File: config.mk
export PLATFORM = sky130hd
export DESIGN_NAME = fasta_stream_parser_flat
export DESIGN_NICKNAME = d
export VERILOG_FILES = /design/src/hw/rtl/fsp_pkg.sv /design/src/hw/rtl/fsp_if.sv /design/src/hw/rtl/fsp_front.sv /design/src/hw/rtl/fsp_queue.sv /design/src/hw/rtl/fsp_back.sv /design/src/hw/rtl/fasta_stream_parser.sv /design/src/flat_wrapper.sv
export SDC_FILE = /design/constraint.sdc
export NUM_CORES = 1
export LEC_CHECK = 0
export BUFFER_PORTS_ARGS = -buffer_cell sky130_fd_sc_hd__buf_2
export CAP_MARGIN = 10
export CORE_MARGIN = 2
export CORE_UTILIZATION = 57
export DETAILED_ROUTE_END_ITERATION = 10
export GPL_TIMING_DRIVEN = 0
export PLACE_DENSITY = 0.76
export SETUP_SLACK_MARGIN = 0.15
export SLEW_MARGIN = 20
export SYNTH_ARGS = -nofsm -noshare
export SYNTH_HDL_FRONTEND = slang
export SYNTH_SLANG_ARGS = --single-unit
File: constraint.sdc
create_clock -name clk -period 4.32 [get_ports clk]
set_input_delay 0.216 -clock clk [delete_from_list [all_inputs] [get_ports clk]]
set_output_delay 0.216 -clock clk [all_outputs]
set_load 0.01 [all_outputs]
File: src/hw/rtl/fsp_pkg.sv
// Shared types and constants of the FASTA stream parser.
// Used by the front end, the command queue and the back end.
`default_nettype none

package fsp_pkg;

    // Name lengths and store addresses travel at this fixed width (names up to 62 bytes).
    localparam int LEN_W       = 6;
    localparam int SPACE_W     = 12;
    localparam int MAX_RESULTS = 64;

    localparam logic [SPACE_W-1:0] SPACE_SAT     = '1;
    // Run cap when a held CR and one more byte both land in the same transfer.
    localparam logic [LEN_W-1:0]   RUN_CAP_SHORT = LEN_W'(MAX_RESULTS - 3);

    localparam logic [7:0] CH_LF       = 8'h0A;
    localparam logic [7:0] CH_CR       = 8'h0D;
    localparam logic [7:0] CH_SPACE    = 8'h20;
    localparam logic [7:0] CH_GT       = 8'h3E;
    localparam logic [7:0] CH_UPPER_A  = 8'h41;
    localparam logic [7:0] CH_UPPER_Z  = 8'h5A;
    localparam logic [7:0] CASE_OFFSET = 8'h20;

    localparam logic [1:0] KIND_SEQ  = 2'd0;
    localparam logic [1:0] KIND_SEP  = 2'd1;
    localparam logic [1:0] KIND_NAME = 2'd2;
    localparam logic [1:0] KIND_NEND = 2'd3;

    localparam int Q_DEPTH = 4;
    localparam int Q_PTR_W = 2;

    // Everything one input byte asks the back end to emit, in emission order:
    // separator, name run, first sequence byte, second sequence byte.
    typedef struct packed {
        logic               sep;
        logic               run;
        logic [LEN_W-1:0]   run_len;
        logic               seq0;
        logic [7:0]         byte0;
        logic [SPACE_W-1:0] spaces0;
        logic               seq1;
        logic [7:0]         byte1;
    } cmd_t;

    localparam cmd_t CMD_NONE = '{default: '0};

    typedef struct packed {
        logic             en;
        logic [LEN_W-1:0] addr;
        logic [7:0]       data;
    } wr_t;

endpackage

`default_nettype wire

File: src/hw/rtl/fsp_if.sv
// Valid/ready channel interfaces of the FASTA stream parser.
// Depends on nothing; widths follow the text and result fields.
`default_nettype none

interface fsp_in_if;
    logic       valid;
    logic       ready;
    logic [7:0] text_byte;
    logic       final_byte;

    modport source (output valid, output text_byte, output final_byte, input ready);
    modport sink   (input valid, input text_byte, input final_byte, output ready);
endinterface

interface fsp_out_if;
    logic        valid;
    logic        ready;
    logic [1:0]  kind;
    logic [7:0]  out_byte;
    logic [11:0] spaces_before;
    logic        run_last;

    modport source (output valid, output kind, output out_byte, output spaces_before,
                    output run_last, input ready);
    modport sink   (input valid, input kind, input out_byte, input spaces_before,
                    input run_last, output ready);
endinterface

`default_nettype wire

File: src/hw/rtl/fsp_front.sv
// Front end: accepts text bytes, tracks line and record state, writes header
// names to the name store and pushes at most one command per byte. Uses fsp_pkg, fsp_if.
`default_nettype none

module fsp_front #(
    parameter int NAME_MAX = 62
) (
    input  wire logic          clk,
    input  wire logic          rst_n,
    fsp_in_if.sink             text_in,
    input  wire logic          q_full,
    input  wire logic          run_done,
    output fsp_pkg::cmd_t      push_cmd,
    output logic               push,
    output fsp_pkg::wr_t       store_wr
);

    localparam int LW = $clog2(NAME_MAX + 1);

    typedef enum logic [4:0] {
        MODE_START = 5'b00001,
        MODE_SEQ   = 5'b00010,
        MODE_HLEAD = 5'b00100,
        MODE_HNAME = 5'b01000,
        MODE_HREST = 5'b10000
    } mode_t;

    mode_t                          mode_reg, mode_next;
    logic                           cr_pending_reg, cr_pending_next;
    logic [fsp_pkg::SPACE_W-1:0]    pending_spaces_reg, pending_spaces_next;
    logic                           line_has_text_reg, line_has_text_next;
    logic                           record_has_seq_reg, record_has_seq_next;
    logic [LW-1:0]                  name_length_reg, name_length_next;
    fsp_pkg::cmd_t                  hold_reg, hold_next;
    logic                           run_wait_reg, run_wait_next;

    logic [7:0] c;
    logic       is_lf;
    logic       is_cr;
    logic       cr_step;
    logic       accept;
    logic       take_active;
    logic       apply;
    logic       res_short;

    logic [7:0]                  tk_ch;
    mode_t                       tk_mode;
    logic [fsp_pkg::SPACE_W-1:0] tk_ps;
    logic                        tk_lht;
    logic                        tk_rhs;
    logic [LW-1:0]               tk_nlen;
    fsp_pkg::cmd_t               tk_cmd;
    fsp_pkg::wr_t                tk_wr;
    logic                        seq_now;
    logic                        lht_eff;
    logic [fsp_pkg::SPACE_W-1:0] ps_eff;
    logic [fsp_pkg::LEN_W-1:0]   nlen_wide;
    fsp_pkg::cmd_t               cur_cmd;

    function automatic fsp_pkg::cmd_t merge_cmd(fsp_pkg::cmd_t a, fsp_pkg::cmd_t b);
        fsp_pkg::cmd_t m;
        m         = fsp_pkg::CMD_NONE;
        m.sep     = a.sep | b.sep;
        m.run     = a.run | b.run;
        m.run_len = a.run ? a.run_len : b.run_len;
        m.seq0    = a.seq0 | b.seq0;
        m.byte0   = a.seq0 ? a.byte0 : b.byte0;
        m.spaces0 = a.seq0 ? a.spaces0 : b.spaces0;
        m.seq1    = a.seq0 & b.seq0;
        m.byte1   = b.byte0;
        return m;
    endfunction

    assign c     = text_in.text_byte;
    assign is_lf = (c == fsp_pkg::CH_LF);
    assign is_cr = (c == fsp_pkg::CH_CR);

    // A held CR in front of an ordinary byte is worked off in a step of its own, before that byte is taken.
    assign cr_step = text_in.valid && !run_wait_reg && !q_full
                     && cr_pending_reg && !is_lf && !is_cr;
    assign text_in.ready = !run_wait_reg && !q_full && !(cr_pending_reg && !is_lf && !is_cr);
    assign accept        = text_in.valid && text_in.ready;
    assign take_active   = !is_lf && (!is_cr || cr_pending_reg);
    assign apply         = cr_step || (accept && take_active);
    assign res_short     = cr_step && (c != fsp_pkg::CH_SPACE);

    assign tk_ch     = (cr_pending_reg && !is_lf) ? fsp_pkg::CH_CR : c;
    assign nlen_wide = fsp_pkg::LEN_W'(name_length_reg);

    // One character through the line state machine.
    always_comb
    begin
        tk_mode = mode_reg;
        tk_ps   = pending_spaces_reg;
        tk_lht  = line_has_text_reg;
        tk_rhs  = record_has_seq_reg;
        tk_nlen = name_length_reg;
        tk_cmd  = fsp_pkg::CMD_NONE;
        tk_wr   = '0;
        seq_now = (mode_reg == MODE_SEQ)
                  || (mode_reg == MODE_START && tk_ch != fsp_pkg::CH_GT);
        lht_eff = (mode_reg == MODE_START) ? 1'b0 : line_has_text_reg;
        ps_eff  = (mode_reg == MODE_START) ? '0 : pending_spaces_reg;

        unique case (mode_reg)
            MODE_START:
            begin
                if (tk_ch == fsp_pkg::CH_GT)
                begin
                    tk_cmd.sep = record_has_seq_reg;
                    tk_rhs     = 1'b0;
                    tk_nlen    = '0;
                    tk_mode    = MODE_HLEAD;
                end
                else
                begin
                    tk_mode = MODE_SEQ;
                    tk_lht  = 1'b0;
                    tk_ps   = '0;
                end
            end
            MODE_HLEAD, MODE_HNAME:
            begin
                if (tk_ch == fsp_pkg::CH_SPACE)
                begin
                    if (mode_reg == MODE_HNAME)
                    begin
                        tk_mode = MODE_HREST;
                    end
                end
                else
                begin
                    tk_mode = MODE_HNAME;
                    if (name_length_reg < LW'(NAME_MAX))
                    begin
                        tk_wr.en   = 1'b1;
                        tk_wr.addr = nlen_wide;
                        tk_wr.data = tk_ch;
                        tk_nlen    = LW'(name_length_reg + 1'b1);
                    end
                end
            end
            MODE_SEQ, MODE_HREST:
            begin
            end
            default:
            begin
            end
        endcase

        if (seq_now)
        begin
            if (tk_ch == fsp_pkg::CH_SPACE)
            begin
                // count only interior spaces; leading ones are trimmed
                if (lht_eff && ps_eff != fsp_pkg::SPACE_SAT)
                begin
                    tk_ps = ps_eff + 1'b1;
                end
            end
            else
            begin
                if (!record_has_seq_reg)
                begin
                    tk_cmd.run     = 1'b1;
                    tk_cmd.run_len = (res_short && nlen_wide > fsp_pkg::RUN_CAP_SHORT)
                                     ? fsp_pkg::RUN_CAP_SHORT : nlen_wide;
                    tk_rhs         = 1'b1;
                end
                tk_cmd.seq0    = 1'b1;
                tk_cmd.byte0   = (tk_ch >= fsp_pkg::CH_UPPER_A && tk_ch <= fsp_pkg::CH_UPPER_Z)
                                 ? tk_ch + fsp_pkg::CASE_OFFSET : tk_ch;
                tk_cmd.spaces0 = ps_eff;
                tk_ps          = '0;
                tk_lht         = 1'b1;
            end
        end
    end

    assign cur_cmd  = (accept && take_active) ? tk_cmd : fsp_pkg::CMD_NONE;
    assign push_cmd = merge_cmd(hold_reg, cur_cmd);
    assign push     = accept && (push_cmd.sep || push_cmd.run || push_cmd.seq0);

    always_comb
    begin
        store_wr    = tk_wr;
        store_wr.en = tk_wr.en && apply;
    end

    always_comb
    begin
        mode_next           = mode_reg;
        cr_pending_next     = cr_pending_reg;
        pending_spaces_next = pending_spaces_reg;
        line_has_text_next  = line_has_text_reg;
        record_has_seq_next = record_has_seq_reg;
        name_length_next    = name_length_reg;
        hold_next           = hold_reg;
        run_wait_next       = run_wait_reg;

        if (apply)
        begin
            mode_next           = tk_mode;
            pending_spaces_next = tk_ps;
            line_has_text_next  = tk_lht;
            record_has_seq_next = tk_rhs;
            name_length_next    = tk_nlen;
        end

        if (cr_step)
        begin
            cr_pending_next = 1'b0;
            hold_next       = tk_cmd;
        end

        if (accept)
        begin
            hold_next = fsp_pkg::CMD_NONE;
            if (is_lf)
            begin
                mode_next           = MODE_START;
                cr_pending_next     = 1'b0;
                pending_spaces_next = '0;
                line_has_text_next  = 1'b0;
            end
            else if (is_cr)
            begin
                cr_pending_next = 1'b1;
            end
            // end of file: drop any held CR and start over
            if (text_in.final_byte)
            begin
                mode_next           = MODE_START;
                cr_pending_next     = 1'b0;
                pending_spaces_next = '0;
                line_has_text_next  = 1'b0;
                record_has_seq_next = 1'b0;
                name_length_next    = '0;
            end
        end

        // hold input while the back end still reads the name store
        if (push && push_cmd.run)
        begin
            run_wait_next = 1'b1;
        end
        else if (run_done)
        begin
            run_wait_next = 1'b0;
        end
    end

    always_ff @(posedge clk or negedge rst_n)
    begin
        if (!rst_n)
        begin
            mode_reg           <= MODE_START;
            cr_pending_reg     <= 1'b0;
            pending_spaces_reg <= '0;
            line_has_text_reg  <= 1'b0;
            record_has_seq_reg <= 1'b0;
            name_length_reg    <= '0;
            hold_reg           <= fsp_pkg::CMD_NONE;
            run_wait_reg       <= 1'b0;
        end
        else
        begin
            mode_reg           <= mode_next;
            cr_pending_reg     <= cr_pending_next;
            pending_spaces_reg <= pending_spaces_next;
            line_has_text_reg  <= line_has_text_next;
            record_has_seq_reg <= record_has_seq_next;
            name_length_reg    <= name_length_next;
            hold_reg           <= hold_next;
            run_wait_reg       <= run_wait_next;
        end
    end

endmodule

`default_nettype wire

File: src/hw/rtl/fsp_queue.sv
// Short command queue between the front end and the back end.
// Uses fsp_pkg for the command type and depth.
`default_nettype none

module fsp_queue (
    input  wire logic           clk,
    input  wire logic           rst_n,
    input  wire logic           push,
    input  wire fsp_pkg::cmd_t  push_data,
    input  wire logic           pop,
    output logic                full,
    output logic                empty,
    output fsp_pkg::cmd_t       head
);

    fsp_pkg::cmd_t                entries_reg [fsp_pkg::Q_DEPTH];
    logic [fsp_pkg::Q_PTR_W-1:0]  wr_ptr_reg, wr_ptr_next;
    logic [fsp_pkg::Q_PTR_W-1:0]  rd_ptr_reg, rd_ptr_next;
    logic [fsp_pkg::Q_PTR_W:0]    count_reg, count_next;

    assign full  = (count_reg == (fsp_pkg::Q_PTR_W + 1)'(fsp_pkg::Q_DEPTH));
    assign empty = (count_reg == '0);
    assign head  = entries_reg[rd_ptr_reg];

    always_comb
    begin
        wr_ptr_next = push ? wr_ptr_reg + 1'b1 : wr_ptr_reg;
        rd_ptr_next = pop ? rd_ptr_reg + 1'b1 : rd_ptr_reg;
        count_next  = count_reg;
        if (push && !pop)
        begin
            count_next = count_reg + 1'b1;
        end
        else if (pop && !push)
        begin
            count_next = count_reg - 1'b1;
        end
    end

    always_ff @(posedge clk)
    begin
        if (push)
        begin
            entries_reg[wr_ptr_reg] <= push_data;
        end
    end

    always_ff @(posedge clk or negedge rst_n)
    begin
        if (!rst_n)
        begin
            wr_ptr_reg <= '0;
            rd_ptr_reg <= '0;
            count_reg  <= '0;
        end
        else
        begin
            wr_ptr_reg <= wr_ptr_next;
            rd_ptr_reg <= rd_ptr_next;
            count_reg  <= count_next;
        end
    end

endmodule

`default_nettype wire

File: src/hw/rtl/fsp_back.sv
// Back end: expands queued commands into result transfers, holds the name
// store and reads name runs out of it. Uses fsp_pkg and fsp_if.
`default_nettype none

module fsp_back #(
    parameter int NAME_MAX = 62
) (
    input  wire logic          clk,
    input  wire logic          rst_n,
    fsp_out_if.source          parsed_out,
    input  wire fsp_pkg::wr_t  store_wr,
    input  wire logic          q_empty,
    input  wire fsp_pkg::cmd_t q_head,
    output logic               pop,
    output logic               run_done
);

    localparam int AW = (NAME_MAX > 1) ? $clog2(NAME_MAX) : 1;

    typedef enum logic [5:0] {
        PH_IDLE = 6'b000001,
        PH_SEP  = 6'b000010,
        PH_NAME = 6'b000100,
        PH_NEND = 6'b001000,
        PH_SEQ0 = 6'b010000,
        PH_SEQ1 = 6'b100000
    } phase_t;

    logic [7:0]                  name_mem [NAME_MAX];
    logic [7:0]                  rdata_reg;

    phase_t                      phase_reg, phase_next;
    fsp_pkg::cmd_t               cmd_reg, cmd_next;
    logic [fsp_pkg::LEN_W-1:0]   idx_reg, idx_next;
    logic                        out_valid_reg, out_valid_next;
    logic [1:0]                  kind_reg;
    logic [7:0]                  byte_reg;
    logic [fsp_pkg::SPACE_W-1:0] spaces_reg;
    logic                        last_reg;

    logic                        out_free;
    logic                        emit;
    logic                        load;
    phase_t                      ph_after;
    logic [1:0]                  kind_cur;
    logic [7:0]                  byte_cur;
    logic [fsp_pkg::SPACE_W-1:0] spaces_cur;

    function automatic phase_t pick(logic sep, logic run, logic [fsp_pkg::LEN_W-1:0] len,
                                    logic seq0, logic seq1);
        phase_t p;
        p = PH_IDLE;
        if (sep)
        begin
            p = PH_SEP;
        end
        else if (run)
        begin
            p = (len != '0) ? PH_NAME : PH_NEND;
        end
        else if (seq0)
        begin
            p = PH_SEQ0;
        end
        else if (seq1)
        begin
            p = PH_SEQ1;
        end
        return p;
    endfunction

    assign out_free = !out_valid_reg || parsed_out.ready;
    assign emit     = out_free && (phase_reg != PH_IDLE);

    always_comb
    begin
        unique case (phase_reg)
            PH_SEP:  ph_after = pick(1'b0, cmd_reg.run, cmd_reg.run_len, cmd_reg.seq0,
                                     cmd_reg.seq1);
            PH_NAME: ph_after = (idx_reg == fsp_pkg::LEN_W'(cmd_reg.run_len - 1'b1))
                                ? PH_NEND : PH_NAME;
            PH_NEND: ph_after = pick(1'b0, 1'b0, '0, cmd_reg.seq0, cmd_reg.seq1);
            PH_SEQ0: ph_after = pick(1'b0, 1'b0, '0, 1'b0, cmd_reg.seq1);
            PH_SEQ1: ph_after = PH_IDLE;
            default: ph_after = PH_IDLE;
        endcase
    end

    // Take the next command as soon as the current one hands out its last transfer.
    assign load     = !q_empty && (phase_reg == PH_IDLE || (emit && ph_after == PH_IDLE));
    assign pop      = load;
    assign run_done = emit && (phase_reg == PH_NEND);

    always_comb
    begin
        kind_cur   = fsp_pkg::KIND_SEQ;
        byte_cur   = '0;
        spaces_cur = '0;
        unique case (phase_reg)
            PH_SEP:
            begin
                kind_cur = fsp_pkg::KIND_SEP;
            end
            PH_NAME:
            begin
                kind_cur = fsp_pkg::KIND_NAME;
                byte_cur = rdata_reg;
            end
            PH_NEND:
            begin
                kind_cur = fsp_pkg::KIND_NEND;
            end
            PH_SEQ0:
            begin
                byte_cur   = cmd_reg.byte0;
                spaces_cur = cmd_reg.spaces0;
            end
            PH_SEQ1:
            begin
                byte_cur = cmd_reg.byte1;
            end
            default:
            begin
            end
        endcase
    end

    always_comb
    begin
        phase_next = phase_reg;
        cmd_next   = cmd_reg;
        idx_next   = idx_reg;
        if (emit)
        begin
            phase_next = ph_after;
            if (phase_reg == PH_NAME && ph_after == PH_NAME)
            begin
                idx_next = idx_reg + 1'b1;
            end
        end
        if (load)
        begin
            phase_next = pick(q_head.sep, q_head.run, q_head.run_len, q_head.seq0, q_head.seq1);
            cmd_next   = q_head;
            idx_next   = '0;
        end
        out_valid_next = emit ? 1'b1 : (parsed_out.ready ? 1'b0 : out_valid_reg);
    end

    // Name store: written by the front end; the read is registered and addressed by the next index.
    always_ff @(posedge clk)
    begin
        if (store_wr.en)
        begin
            name_mem[store_wr.addr[AW-1:0]] <= store_wr.data;
        end
        rdata_reg <= name_mem[idx_next[AW-1:0]];
    end

    always_ff @(posedge clk)
    begin
        if (emit)
        begin
            kind_reg   <= kind_cur;
            byte_reg   <= byte_cur;
            spaces_reg <= spaces_cur;
            last_reg   <= (ph_after == PH_IDLE);
        end
        cmd_reg <= cmd_next;
        idx_reg <= idx_next;
    end

    always_ff @(posedge clk or negedge rst_n)
    begin
        if (!rst_n)
        begin
            phase_reg     <= PH_IDLE;
            out_valid_reg <= 1'b0;
        end
        else
        begin
            phase_reg     <= phase_next;
            out_valid_reg <= out_valid_next;
        end
    end

    assign parsed_out.valid         = out_valid_reg;
    assign parsed_out.kind          = kind_reg;
    assign parsed_out.out_byte      = byte_reg;
    assign parsed_out.spaces_before = spaces_reg;
    assign parsed_out.run_last      = last_reg;

endmodule

`default_nettype wire

File: src/hw/rtl/fasta_stream_parser.sv
// FASTA stream parser: top level, joins front end, command queue and back end.
// Uses fsp_pkg, fsp_if, fsp_front, fsp_queue and fsp_back.
//
// text_in takes one byte of FASTA text per transfer, with final_byte on the
// last byte of a file. parsed_out gives the parsed stream: sequence bytes
// (lowercased, with the count of interior spaces before them), record
// separators, name bytes and name ends; run_last marks the last result of
// each input byte. A byte that yields no result yields no transfer.
// A byte's command passes the command queue and the back end's command
// register before its first result is registered at parsed_out; a held CR
// that is worked off first also passes the front end's hold register. The
// back end hands out one result per cycle while parsed_out is ready; text_in
// takes one byte per cycle while each byte gives at most one result and
// parsed_out is ready. An ordinary byte after a held CR waits for the CR;
// a byte opening a record's sequence holds text_in until the name run is out.
// The 4-entry command queue fills when parsed_out stalls, and text_in then
// drops ready. Reset clears all line and record state and the queue; the
// name store holds no reset value and is read only where it was written.
`default_nettype none

module fasta_stream_parser #(
    parameter int NAME_MAX = 62
) (
    input  wire logic  clk,
    input  wire logic  rst_n,
    fsp_in_if.sink     text_in,
    fsp_out_if.source  parsed_out
);

    fsp_pkg::cmd_t push_cmd;
    fsp_pkg::cmd_t q_head;
    fsp_pkg::wr_t  store_wr;
    logic          push;
    logic          pop;
    logic          q_full;
    logic          q_empty;
    logic          run_done;

    fsp_front #(
        .NAME_MAX (NAME_MAX)
    ) u_front (
        .clk      (clk),
        .rst_n    (rst_n),
        .text_in  (text_in),
        .q_full   (q_full),
        .run_done (run_done),
        .push_cmd (push_cmd),
        .push     (push),
        .store_wr (store_wr)
    );

    fsp_queue u_queue (
        .clk       (clk),
        .rst_n     (rst_n),
        .push      (push),
        .push_data (push_cmd),
        .pop       (pop),
        .full      (q_full),
        .empty     (q_empty),
        .head      (q_head)
    );

    fsp_back #(
        .NAME_MAX (NAME_MAX)
    ) u_back (
        .clk        (clk),
        .rst_n      (rst_n),
        .parsed_out (parsed_out),
        .store_wr   (store_wr),
        .q_empty    (q_empty),
        .q_head     (q_head),
        .pop        (pop),
        .run_done   (run_done)
    );

endmodule

`default_nettype wire

File: src/flat_wrapper.sv
// flat-port wrapper written by rule: the top's interface ports become plain ports
module fasta_stream_parser_flat 
#(
    parameter int NAME_MAX = 62
)
  (clk, rst_n, text_in_valid, text_in_text_byte, text_in_final_byte, text_in_ready, parsed_out_valid, parsed_out_kind, parsed_out_out_byte, parsed_out_spaces_before, parsed_out_run_last, parsed_out_ready);
  fsp_in_if text_in_i ();
  fsp_out_if parsed_out_i ();
  input  wire logic clk;
  input  wire logic rst_n;
  input wire logic [$bits(text_in_i.valid)-1:0] text_in_valid;
  input wire logic [$bits(text_in_i.text_byte)-1:0] text_in_text_byte;
  input wire logic [$bits(text_in_i.final_byte)-1:0] text_in_final_byte;
  output wire logic [$bits(text_in_i.ready)-1:0] text_in_ready;
  output wire logic [$bits(parsed_out_i.valid)-1:0] parsed_out_valid;
  output wire logic [$bits(parsed_out_i.kind)-1:0] parsed_out_kind;
  output wire logic [$bits(parsed_out_i.out_byte)-1:0] parsed_out_out_byte;
  output wire logic [$bits(parsed_out_i.spaces_before)-1:0] parsed_out_spaces_before;
  output wire logic [$bits(parsed_out_i.run_last)-1:0] parsed_out_run_last;
  input wire logic [$bits(parsed_out_i.ready)-1:0] parsed_out_ready;
  assign text_in_i.valid = text_in_valid;
  assign text_in_i.text_byte = text_in_text_byte;
  assign text_in_i.final_byte = text_in_final_byte;
  assign text_in_ready = text_in_i.ready;
  assign parsed_out_valid = parsed_out_i.valid;
  assign parsed_out_kind = parsed_out_i.kind;
  assign parsed_out_out_byte = parsed_out_i.out_byte;
  assign parsed_out_spaces_before = parsed_out_i.spaces_before;
  assign parsed_out_run_last = parsed_out_i.run_last;
  assign parsed_out_i.ready = parsed_out_ready;
  fasta_stream_parser #(.NAME_MAX(NAME_MAX)) u_core (.clk(clk), .rst_n(rst_n), .text_in(text_in_i), .parsed_out(parsed_out_i));
endmodule
==> flow_metrics.env <==
export IMPL_clock_buffers_created_by_tritoncts=79
export IMPL_io_pins=38
export IMPL_critPathArrivalTime_ns=4.77
export IMPL_ir_drop_uv=429.1
export IMPL_synth_yosys_seq_area_share=0.7103
export IMPL_flow_area_growth_from_synthesis_pct=15.81
export IMPL_rsz0062_at_grt="yes"
export IMPL_ant_nets=0
export IMPL_design_area_um2=37980
export IMPL_synth_net_count=2329
export IMPL_max_freq_mhz=233.4
export IMPL_fp_dieW_um=243.9
export IMPL_finalWorstPathRequiredPeriod_ns=4.284
export IMPL_number_of_synthesized_register_bits=792
export IMPL_leakagePower_nw=13.26
export IMPL_design_final_nets=2489
export IMPL_clockRootBuffer="clkbuf_16"
export IMPL_htreeDepth=3
export IMPL_detailedPlace_worstSlack_ns=-1.014
export IMPL_vias=22010
export IMPL_post_synth_num_cell_types=90
export IMPL_grt_overflow_total=0
export IMPL_use_met1=0.4295
export IMPL_rr_worst_depth=14
export IMPL_hold_path_class="primary input to flop"
export IMPL_post_route_period_util=0.9917
export IMPL_whs_ns=0.06643
export IMPL_worst_setup_path_start_kind="flop"
export IMPL_first_pass_iters=8
export IMPL_drive_gt1_frac=0.1755
export IMPL_antenna_found_initial=2
export IMPL_routed_wl_mm=92.73
export IMPL_critical_path_endpoint_type="flop"
export IMPL_overall_die_area_um2=59470
export IMPL_clock_sink_count=792
export IMPL_drt_vias_per_instance=6.706
export IMPL_placedInstanceArea_um2=34310
export IMPL_outcome="complete, no violations"
export IMPL_power_per_cell_area_nw_per_um2=541.4
export IMPL_grt_pass1_vias=21110
export IMPL_maxCapViolCount=0
export IMPL_largest_register_ff_count=496
export IMPL_grt_util_met2=0.4597
export IMPL_fp_row_count=87
export IMPL_finalClockSkew_ns=0.02814
export IMPL_setup_ws_ns=0.03605
export IMPL_synthesis_yosys_warnings=0
export IMPL_synth_top_cells_by_count="edfxtp_1 (708), nand2_1 (375), nor2_1 (160)"
export IMPL_placeableCoreArea_um2=56600
export IMPL_fp_dieH_um=243.9
export IMPL_wl_per_cell_um=28.25
export IMPL_first_pass_grt_wire_length_mm=135.8
export IMPL_report_final_hold_viol_count=0
export IMPL_post_synth_top_count_cell="edfxtp_1"
export IMPL_synth_edf_count=708
export IMPL_cts_root_to_sink_buffers=3
export IMPL_post_synth_top_area_fraction=0.6483
export IMPL_final_hpwl_from_detailed_placement_mm=60.64
export IMPL_synth_cells=2301
export IMPL_maxSlewViolCount=0
export IMPL_worst_hold_startpoint="text_in_text_byte[5]"
export IMPL_classification_of_the_worst_setup_path="flop to flop"
export IMPL_path_max_fanout=6
export IMPL_yosys_area_top_type="edfxtp_1"
export IMPL_dr_first_iter_drc_count=3844
export IMPL_clkLatencyLatePin_ns=0.65
export IMPL_timing_critical_path_from="u_core.u_back.cmd_reg[32]"
export IMPL_setup_viol=0
export IMPL_grt_max_degree=63
export IMPL_syn_area_um2=32790
export IMPL_initial_utilization=0.5794
export IMPL_timing_hold_worst_path_depth=4
export IMPL_total_power_mw=20.56
export IMPL_asyncSetResetFlopFracSynth=0.08838
export IMPL_crit_required_ns=4.80
export IMPL_synthFlopType="edfxtp_1"
export IMPL_worst_setup_hold_path_clk_slew_ns=0.06
export IMPL_timing_rr_start="u_core.u_back.cmd_reg[32]"
export IMPL_most_heavily_used_metal_layer_in_global_routing="met2"
export IMPL_routabilityCongestion=0.9973
export IMPL_port_buffers=37
export IMPL_cts_tree="yes"
export IMPL_relSlewSlack=0.2389
export IMPL_tightestPinTransition_ns=1.137
export IMPL_synth_area_top_cells="edfxtp_1 (65%), dfrtp_1 (5.2%), nand2_1 (4.3%), mux4_2 (3.0%), mux2i_1 (2.8%)"
export IMPL_fillerInstances=3812
export IMPL_fin_util=0.6710
export IMPL_syn_mean_instance_area_um2=14.25
export IMPL_gr_usage_all_layers=0.3116
export IMPL_globalRouteMet3Util=0.08008
export IMPL_remaining_drc_errors=0
placed cells by master (no fill, tap or decap), drive strengths merged, types with 16 or more instances in the layout:
cell type	instances
edfxtp	708
clkinv	32
and3	22
clkbuf	155
a32oi	22
dfrtp	68
mux4	44
nand3	92
mux2i	94
buf	143
a22o	26
a211oi	22
and2	33
inv	42
o21ai	51
nand2	375
nor2	160
nor3	19
a31oi	42
nand4	33
xnor2	16
a21oi	56
layout make-up:
type,count,area [um^2],area share
clock buffer,96,2113,0.05564
inverter,37,143.9,0.003789
tap,756,945.9,0.02491
buffer,126,888.4,0.02339
timing repair buffer,81,721.9,0.01901
clock inverter,48,493.0,0.01298
multi-input combinational,1344,9373,0.2468
sequential,792,23290,0.6134
antenna,2,5.005,0.0001318
through the flow:
step | TNS [ns] | std cells
after floorplan | 0 | 2301
after global routing | -0.02224 | 3282
final | 0 | 3282
after CTS | 0 | 3271
after detailed placement | -33.23 | 3110
after global placement | -652.86 | 3094
power by group:
| group | leakage (nW) | internal [mW] | switching, mW |
|---|---|---|---|
| sequential | 7.05 | 8.90 | 0.210 |
| clock | 1.27 | 4.08 | 2.94 |
| combinational | 4.94 | 1.55 | 2.88 |
logic make-up (layout without fill, tap and decap cells):
group | after synthesis | after routing | share of synthesized area
and+or+nand+nor | 818 | 818 | 0.1154
DFF | 792 | 792 | 0.7103
AOI/OAI and AO/OA | 345 | 345 | 0.07753
buffers and inverters | 165 | 388 | 0.02354
muxes | 145 | 145 | 0.06143
xor gates and xnor gates | 21 | 21 | 0.005838
adders and majority gates | 15 | 15 | 0.005952
other | 0 | 2 | 0
layer usage:
metal	share of wire	routed length [um]
met5	0	0
met4	0.052	4788
met3	0.13	12360
met2	0.45	41680
met1	0.37	33900
critical path: stages (launching register included):
cell and delay, ns:
edfxtp_1 0.39, or3_1 0.42, or4_4 0.51, a2111oi_4 0.39, buf_4 0.19, a2111o_1 0.15
nand2_1 0.09, o21ai_4 0.22, inv_2 0.13, and2_0 0.16, clkbuf_1 0.26, a31oi_1 0.29
a41oi_1 0.18, o21a_1 0.27, nor4_4 0.47
repair_timing:
item / CTS / global route
pin swaps: 15 / 9
endpoints found under the setup margin: 329 / 23
setup buffers: 14 / 9
hold endpoints to repair: 71 / 0
hold buffers: 5 / 0
resized for setup: 131 / 66
path summary, 6_finish.rpt:
check,endpoint,slack [ns]
min reg2reg,u_core.u_front.hold_reg[21],0.48
max reg2reg,u_core.u_back.rdata_reg[7],0.04
min in group asynchronous,u_core.u_front.hold_reg[18],0.51
max,u_core.u_back.rdata_reg[7],0.04
min,u_core.u_front.cr_pending_reg,0.07
max in group asynchronous,u_core.u_front.hold_reg[12],2.77
Note: power is estimated with default switching activity, not from simulation.
